### src/design/tli_pkg.sv
// ----------------------------------------------------------------------------
// tli_pkg: shared types and constants of the table linear interpolator
// Table sizing, datapath widths, command and status codes, write request.
// ----------------------------------------------------------------------------
package tli_pkg;

  localparam int unsigned MAX_POINTS = 1024;
  localparam int unsigned IDX_W      = $clog2(MAX_POINTS);
  localparam int unsigned CNT_W      = $clog2(MAX_POINTS + 1);
  localparam int unsigned DATA_W     = 32;
  localparam int unsigned PROD_W     = 2 * DATA_W;
  localparam int unsigned DIV_STEPS  = DATA_W;
  localparam int unsigned DIV_CNT_W  = $clog2(DIV_STEPS);

  typedef enum logic [1:0] {
    CMD_CLEAR  = 2'd0,
    CMD_APPEND = 2'd1,
    CMD_QUERY  = 2'd2
  } cmd_e;

  typedef enum logic [1:0] {
    STS_OK    = 2'd0,
    STS_FULL  = 2'd1,
    STS_ORDER = 2'd2
  } status_e;

  typedef struct packed {
    logic                     en;
    logic [IDX_W-1:0]         addr;
    logic signed [DATA_W-1:0] pt_time;
    logic signed [DATA_W-1:0] pt_value;
  } wr_req_t;

endpackage

### src/design/tli_divider.sv
// ----------------------------------------------------------------------------
// tli_divider: iterative unsigned divider
// Restoring division, one quotient bit per cycle; quotient must fit DATA_W.
// ----------------------------------------------------------------------------
module tli_divider (
  input  logic                              clk_i,
  input  logic                              rst_ni,
  input  logic                              start_i,
  input  logic [tli_pkg::PROD_W-1:0]        dividend_i,
  input  logic [tli_pkg::DATA_W-1:0]        divisor_i,
  output logic                              done_o,
  output logic [tli_pkg::DATA_W-1:0]        quotient_o
);

  logic                              busy_q;
  logic                              done_q;
  logic [tli_pkg::DIV_CNT_W-1:0]     cnt_q;
  logic [tli_pkg::DATA_W-1:0]        rem_q;
  logic [tli_pkg::DATA_W-1:0]        quo_q;
  logic [tli_pkg::DATA_W-1:0]        div_q;
  logic [tli_pkg::DATA_W:0]          shifted;
  logic [tli_pkg::DATA_W:0]          diff;
  logic                              fits;

  assign shifted = {rem_q, quo_q[tli_pkg::DATA_W-1]};
  assign diff    = shifted - {1'b0, div_q};
  assign fits    = shifted >= {1'b0, div_q};

  always_ff @(posedge clk_i or negedge rst_ni) begin
    if (!rst_ni) begin
      busy_q <= 1'b0;
      done_q <= 1'b0;
      cnt_q  <= '0;
    end else begin
      done_q <= 1'b0;
      if (start_i) begin
        busy_q <= 1'b1;
        cnt_q  <= '0;
      end else if (busy_q) begin
        cnt_q <= cnt_q + 1'b1;
        if (cnt_q == tli_pkg::DIV_CNT_W'(tli_pkg::DIV_STEPS - 1)) begin
          busy_q <= 1'b0;
          done_q <= 1'b1;
        end
      end
    end
  end

  // shift one dividend bit in per cycle, subtract where the divisor fits
  always_ff @(posedge clk_i) begin
    if (start_i) begin
      rem_q <= dividend_i[tli_pkg::PROD_W-1:tli_pkg::DATA_W];
      quo_q <= dividend_i[tli_pkg::DATA_W-1:0];
      div_q <= divisor_i;
    end else if (busy_q) begin
      rem_q <= fits ? diff[tli_pkg::DATA_W-1:0] : shifted[tli_pkg::DATA_W-1:0];
      quo_q <= {quo_q[tli_pkg::DATA_W-2:0], fits};
    end
  end

  assign done_o     = done_q;
  assign quotient_o = quo_q;

endmodule

### config.mk
export PLATFORM = sky130hd
export DESIGN_NAME = tli_divider
export DESIGN_NICKNAME = d
export VERILOG_FILES = /design/src/design/tli_pkg.sv /design/src/design/tli_divider.sv
export SDC_FILE = /design/constraint.sdc
export NUM_CORES = 1
export LEC_CHECK = 0
export BUFFER_PORTS_ARGS = -buffer_cell sky130_fd_sc_hd__buf_2
export CAP_MARGIN = 10
export CORE_ASPECT_RATIO = 0.7
export CORE_MARGIN = 4
export CORE_UTILIZATION = 50
export CTS_BUF_LIST = sky130_fd_sc_hd__clkbuf_4
export CTS_CLUSTER_DIAMETER = 200
export DETAILED_ROUTE_END_ITERATION = 8
export GPL_ROUTABILITY_DRIVEN = 0
export GPL_TIMING_DRIVEN = 0
export PLACE_DENSITY_LB_ADDON = 0.12
export RECOVER_POWER = 100
export SKIP_LAST_GASP = 1
export SLEW_MARGIN = 20
export SYNTH_ARGS = -nofsm -noshare
export SYNTH_HDL_FRONTEND = slang
export SYNTH_SLANG_ARGS = --single-unit
### constraint.sdc
create_clock -name clk_i -period 3.6 [get_ports clk_i]
set_input_delay 0.36 -clock clk_i [delete_from_list [all_inputs] [get_ports clk_i]]
set_output_delay 0.36 -clock clk_i [all_outputs]
set_load 0.03 [all_outputs]
==> results.py, run 1 <==
metrics = {
    "floorplan": {
        "core_mm2": 0.0118,
        "pin_count": 132,
        "die_x_um": 140,
        "die_h_um": 100,
        "start_util_pct": 51.5,
        "die_area_mm2": 0.0140,
        "fp-row-count": 33,
    },
    "timing": {
        "relSlewSlack_pct": 38.3,
        "worst_pin_slew_ps": 925,
        "fmax_ghz": 0.287,
        "fin_skew_ps": 18.7,
        "timing.final.max_slew_violations": 0,
        "fin_crit_ps": 3480,
        "fin_tns_setup_ps": 0,
        "fin_crit_sh_pct": 96.7,
        "setup_viol": 0,
        "final_hold_viol_count": 0,
        "hold-worst-slack_ps": 45.4,
    },
    "hold_path": {
        "whs_path_depth": 1,
        "hold_class": "input pin to flop",
        "hold_end": "div_q[29]$_DFFE_PP_",
        "hold_start": "divisor_i[29]",
    },
    "logic_synthesis": {
        "synthFlopType": "edfxtp_1",
        "syn_area_mm2": 0.00606,
        "ys_types": 52,
        "synth_edf_count": 96,
        "yosysSeqAreaShare_pct": 50.5,
        "yosysWarnings": 0,
        "synthArstFlopShare_pct": 6.80,
        "syn-num-nets": 621,
        "syn_avg_cell_area_um2": 12.4,
        "synthCells": 487,
        "synth-seq-cells": 103,
    },
    "critical_path": {
        "cp_max_fo": 4,
        "reg2reg_depth": 13,
        "r2r-end": "rem_q[28]$_DFFE_PP_",
        "cp_slowest_cell": "edfxtp_1",
        "critPathLaunchType": "flop",
        "crit_top_cell": "inv_1",
        "cpPeakStageDelay_ps": 420,
        "crit_type": "flop to flop",
        "worstPathRequired_ps": 3840,
        "r2r-start": "quotient_o[31]$_DFFE_PP_",
        "reg2reg_slack_ps": 120,
        "crit_chain": "inv_1 > ha_1 > inv_1 > fa_1 > a21o_1 > a221oi_4 > o31a_1 > o211ai_1 > a31o_2 > a31oi_4 > o21ai_0 > xor2_1 > a221o_1",
        "crit_path_end_kind": "flop",
        "worst_ep_arrival_time_ps": 3720,
    },
    "drt": {
        "drc": 0,
        "first_iter_violations": 315,
        "viasPerCell": 5.38,
        "drt_wl_total_um": 13500,
        "firstDrtPassIters": 5,
        "postRouteAntennaNets": 0,
        "num_vias": 4279,
        "wl_per_cell_um": 16.9,
    },
    "status": {
        "status": "complete, no violations",
    },
    "global_routing": {
        "grt-ovfl-total": 0,
        "first_global_vias": 4256,
        "grtUsageTotal_pct": 19.6,
        "antenna_found_initial": 0,
        "grt_start_max_net_pins": 47,
        "grt_pass1_wl_um": 21800,
    },
    "run": {
        "drv_cap": 0,
    },
    "clock_network": {
        "cts.clk_slew.worst_paths_ps": 180,
        "cts.htree.levels": 3,
        "cts_tree": "built",
        "numCtsBuffers": 9,
        "insertion_delay_ps": 470,
        "cts_sinks": 103,
        "cts_root_buf": "clkbuf_4",
        "cts_buffer_depth": 2,
    },
    "power_and_ir_drop": {
        "leakagePower_nw": 3.05,
        "ir_drop_v": 0.000293,
        "p_per_area_mw_per_mm2": 742,
    },
    "place": {
        "io_buffer_count": 131,
        "place_hpwl_um": 9870,
    },
    "finish": {
        "drive_gt1_share_pct": 30.4,
        "area_growth_pct": 16.2,
        "nets": 768,
        "diodes": 0,
    },
}
-- cells in the mapped netlist, drive strengths merged, types with 7 or more instances --
cell type / n / share of area, %
edfxtp: 96 / 48
mux2: 73 / 14
inv: 39 / 2.4
ha: 34 / 7.0
a21oi: 24 / 2.0
nand2: 24 / 1.5
a21o: 19 / 2.4
nor2: 18 / 1.1
o21ai: 16 / 1.3
xor2: 16 / 2.3
xnor2: 14 / 2.0
clkbuf: 11 / 0.68
buf: 9 / 1.1
nor3: 8 / 0.66
dfrtp: 7 / 2.9
mux2i: 7 / 1.2
-- flip-flops by register name (all words and copies together), names as in the netlist --
name	flops
busy_q	1
cnt_q	5
div_q	32
done_o	1
quotient_o	32
rem_q	32
-- through the flow --
step / total power, mW / setup slack, ps / instance area (um^2) / std cells / utilization (%)
2_1_floorplan: 4.10 / 236 / 6060 / 487 / -
3_3_place_gp: 4.62 / -275 / 6910 / 775 / 58.7
3_5_place_dp: 4.67 / -27.1 / 6940 / 776 / 59.0
4_1_cts: 5.32 / 10.2 / 7100 / 793 / 60.4
5_1_grt: 5.62 / -7.10 / 7040 / 796 / 59.9
6_report: 5.22 / 118 / 7040 / 796 / 59.9
-- area by class of cell --
class / instances / area (um^2)
buffer: 20 / 98.8
clock inverter: 6 / 65.1
timing repair buffer: 136 / 657
sequential: 103 / 3060
inverter: 39 / 146
tap: 157 / 196
multi-input combinational: 325 / 2750
fill: 1014 / 4720
clock buffer: 10 / 75.1
-- per-layer routing --
| metal | track usage, % | wire [um] | vias to the layer above |
|---|---|---|---|
| met1 | 27.9 | 6340 | 2018 |
| met4 | 4.24 | 96 | 0 |
| li1 | - | - | 2100 |
| met2 | 29.6 | 5890 | 152 |
| met3 | 6.19 | 1140 | 9 |
| met5 | 0 | 0 | - |
-- repair_timing --
item	CTS	global route
gates resized for setup	1	4
pin swaps	0	2
hold buffers	1	0
buffers inserted	0	3
hold endpoints to repair	7	0
endpoints found under the setup margin	2	23
-- power by group --
group,internal (mW),switching [mW]
sequential,1.66,0.144
clock,0.171,0.437
combinational,1.36,1.45
total,3.19,2.03
-- how the worst max path moves through the flow --
stage,startpoint,to,slack (ps)
2_1_floorplan,quotient_o[31]$_DFFE_PP_,rem_q[28]$_DFFE_PP_,240
3_3_place_gp,start_i,rem_q[20]$_DFFE_PP_,-270
3_5_place_dp,quotient_o[31]$_DFFE_PP_,rem_q[28]$_DFFE_PP_,-30
4_1_cts,quotient_o[31]$_DFFE_PP_,rem_q[28]$_DFFE_PP_,10
5_1_grt,quotient_o[31]$_DFFE_PP_,rem_q[28]$_DFFE_PP_,-7
6_report,quotient_o[31]$_DFFE_PP_,rem_q[28]$_DFFE_PP_,120
-- cell usage in the layout (no fill, tap or decap), drive strengths merged, types with 4 or more instances in the layout --
cell type  Yosys  final
mux2i          7      7
nor2          18     18
a21o          19     19
nor3           8      8
a221oi         5      5
o21a           6      6
xnor2         14     14
xor2          16     16
buf            9    104
nand3          5      5
nand2         24     24
mux2          73     73
clkbuf        11     61
nor2b          4      4
nor3b          5      5
nand4          6      6
ha            34     34
a31oi          5      5
o21ai         16     16
a221o          5      5
dfrtp          7      7
inv           39     42
edfxtp        96     96
a21oi         24     24
-- logic make-up (layout without fill, tap and decap cells) --
kind of cell | count (synthesis) | count (layout) | synth area share [%]
AOI/OAI and AO/OA | 95 | 95 | 10.9
xor gates and xnor gates | 30 | 30 | 4.34
adders and majority gates | 35 | 35 | 7.35
buffers and inverters | 59 | 211 | 4.17
DFF | 103 | 103 | 50.5
muxes | 80 | 80 | 15.7
and+or+nand+nor | 85 | 85 | 7.12
-- worst max-delay path: cells and delay by family (launching register included) --
kind | cells | cell delay (ps)
buffers and inverters | 2 | 160
DFF | 1 | 420
xor gates and xnor gates | 1 | 170
adders and majority gates | 2 | 560
AOI/OAI and AO/OA | 8 | 1930
Note: power is estimated with default switching activity, not from simulation.
==> inputs of run 2 (changes only) <==
Settings changed: ABC_CLOCK_PERIOD_IN_PS from default to 3600, PLACE_DENSITY from default to 0.75, PLACE_DENSITY_LB_ADDON 0.12 to default.
==> run 2 against run 1 <==
Against the previous run: die area unchanged; total power up 3.1%; combinational power is 2% higher; via count grew 1.7%; sequential power about the same; setup slack improved by 60 ps; register-to-register slack better by 60 ps; wire length is 1.3% higher; maximum frequency rose by 1.7%; first-iteration DRC count decreased by 15%; clock power grew 16%; clock skew about the same.
==> results.py, run 2 (synthesized netlist as in run 1, its figures left out) <==
metrics = {
    "timing": {
        "fin_tns_setup_ps": 0,
        "setup_slack_ps": 178,
        "setup_viol": 0,
        "timing.final.max_slew_violations": 0,
        "final_hold_viol_count": 0,
        "relSlewSlack_pct": 41.5,
        "fin_crit_sh_pct": 95.1,
        "hold-worst-slack_ps": 34.7,
        "fin_skew_ps": 19.0,
        "fin_crit_ps": 3420,
        "worst_pin_slew_ps": 877,
        "rsz0062_at_grt": "yes",
        "fmax_ghz": 0.292,
    },
    "finish": {
        "area_growth_pct": 17.7,
        "diodes": 0,
        "finalNonFillerCells": 800,
        "drive_gt1_share_pct": 31.1,
        "post-route-util_pct": 60.6,
        "num-fill-cells": 1002,
        "layout_commonest_cell": "buf_2",
        "fin_area_mm2": 0.00713,
        "layout_common_cells": "buf_2 (98), edfxtp_1 (96), mux2_2 (58), clkbuf_1 (48), inv_1 (39)",
        "nets": 772,
    },
    "critical_path": {
        "worst_ep_arrival_time_ps": 3670,
        "reg2reg_depth": 13,
        "cp_max_fo": 4,
        "critPathLaunchType": "flop",
        "r2r-end": "rem_q[28]$_DFFE_PP_",
        "crit_type": "flop to flop",
        "r2r-start": "quotient_o[31]$_DFFE_PP_",
        "reg2reg_slack_ps": 180,
        "crit_path_end_kind": "flop",
        "worstPathRequired_ps": 3840,
    },
    "global_routing": {
        "grt_pass1_wl_um": 21600,
        "met1_usage_pct": 26.5,
        "grt_start_max_net_pins": 54,
        "gr-usage-met2_pct": 32.0,
        "antenna_found_initial": 0,
        "top_usage_layer": "met2",
        "grt_util_met3_pct": 5.05,
        "grt-ovfl-total": 0,
        "grtUsageTotal_pct": 19.6,
        "first_global_vias": 4413,
    },
    "drt": {
        "drt_wl_total_um": 13600,
        "first_iter_violations": 268,
        "wl_per_cell_um": 17.0,
        "num_vias": 4353,
        "firstDrtPassIters": 4,
        "postRouteAntennaNets": 0,
        "viasPerCell": 5.44,
        "drc": 0,
    },
    "floorplan": {
        "die_area_mm2": 0.0140,
        "start_util_pct": 51.5,
        "pin_count": 132,
        "die_h_um": 100,
        "core_mm2": 0.0118,
        "die_x_um": 140,
        "fp-row-count": 33,
    },
    "clock_network": {
        "cts_sinks": 103,
        "cts_root_buf": "clkbuf_4",
        "cts_tree": "built",
        "numCtsBuffers": 9,
        "insertion_delay_ps": 480,
        "cts_buffer_depth": 2,
        "cts.htree.levels": 3,
        "cts.clk_slew.worst_paths_ps": 170,
    },
    "power_and_ir_drop": {
        "ir_drop_v": 0.000335,
        "pwr-share-clk_pct": 13.1,
        "p_seq_share_pct": 33.4,
        "p_sw_mw": 2.02,
        "switching_share_pct": 37.5,
        "internal-power_mw": 3.37,
        "leakagePower_nw": 3.09,
        "p_per_area_mw_per_mm2": 756,
        "pwr-share-comb_pct": 53.5,
        "p_total_mw": 5.39,
    },
    "status": {
        "status": "complete, no violations",
    },
    "place": {
        "placed_cell_area_mm2": 0.00694,
        "io_buffer_count": 131,
        "place_hpwl_um": 10200,
        "placed_cells": 776,
        "pre_cts_ws_ps": -123,
    },
    "hold_path": {
        "whs_path_depth": 1,
        "hold_end": "div_q[1]$_DFFE_PP_",
        "hold_start": "divisor_i[1]",
        "hold_class": "input pin to flop",
    },
    "run": {
        "drv_cap": 0,
    },
}
[run 2: cell types whose count changed in the layout (fill, tap and decap cells not counted), sizes merged, moves of 2 or more]
cell / delta
clkinv: -2
bufinv: +2
buf: +2
dlygate4sd3: +4
clkbuf: -2
[run 2: metal layers]
layer,wire length (um),vias up
met5,0,-
met4,144,0
met3,897,13
met2,6480,136
met1,6120,2087
li1,-,2117
[run 2: critical path, cell delays in order (launching register included)]
cell and delay, ps:
edfxtp_1 420, inv_1 90, ha_1 170, inv_1 70
fa_2 360, a21o_1 230, a221oi_4 350, o31a_1 180
o211ai_1 170, a31o_2 300, a31oi_4 220, o21ai_0 140
xor2_1 160, a221o_1 340
[run 2: power by group through the flow]
| stage | clock (mW) | combinational (mW) | sequential, mW |
|---|---|---|---|
| final | 0.707 | 2.88 | 1.80 |
| after global routing | 0.771 | 3.17 | 1.83 |
| after CTS | 0.726 | 2.90 | 1.80 |
| after detailed placement | 0 | 2.86 | 1.83 |
| after global placement | 0 | 2.78 | 1.81 |
| after floorplan | 0 | 2.22 | 1.88 |
[run 2: cell type report]
cell class                      count  area, um^2  area share, %
Tap cell                          157         196           2.76
Multi-Input combinational cell    325        2760           38.7
Inverter                           39         146           2.05
Sequential cell                   103        3060           42.9
Clock buffer                       10        75.1           1.05
Buffer                             20         103           1.44
Clock inverter                      6        92.6           1.30
Timing Repair Buffer              140         698           9.79
[run 2: worst max path at each step]
stage	startpoint	end	slack, ps	depth (start not counted)
2_1_floorplan	quotient_o[31]$_DFFE_PP_	rem_q[28]$_DFFE_PP_	240	13
3_3_place_gp	start_i	quotient_o[21]$_DFFE_PP_	-260	4
3_5_place_dp	quotient_o[31]$_DFFE_PP_	rem_q[28]$_DFFE_PP_	-120	13
4_1_cts	quotient_o[31]$_DFFE_PP_	rem_q[28]$_DFFE_PP_	2	13
5_1_grt	quotient_o[31]$_DFFE_PP_	rem_q[28]$_DFFE_PP_	-20	13
6_report	quotient_o[31]$_DFFE_PP_	rem_q[28]$_DFFE_PP_	180	13
[run 2: timing repair]
action	in CTS	in global routing
gates resized for setup	2	5
setup endpoints to repair	2	23
endpoints found under the hold margin	7	4
setup buffers	0	3
pin swaps	0	2
hold buffers	1	4
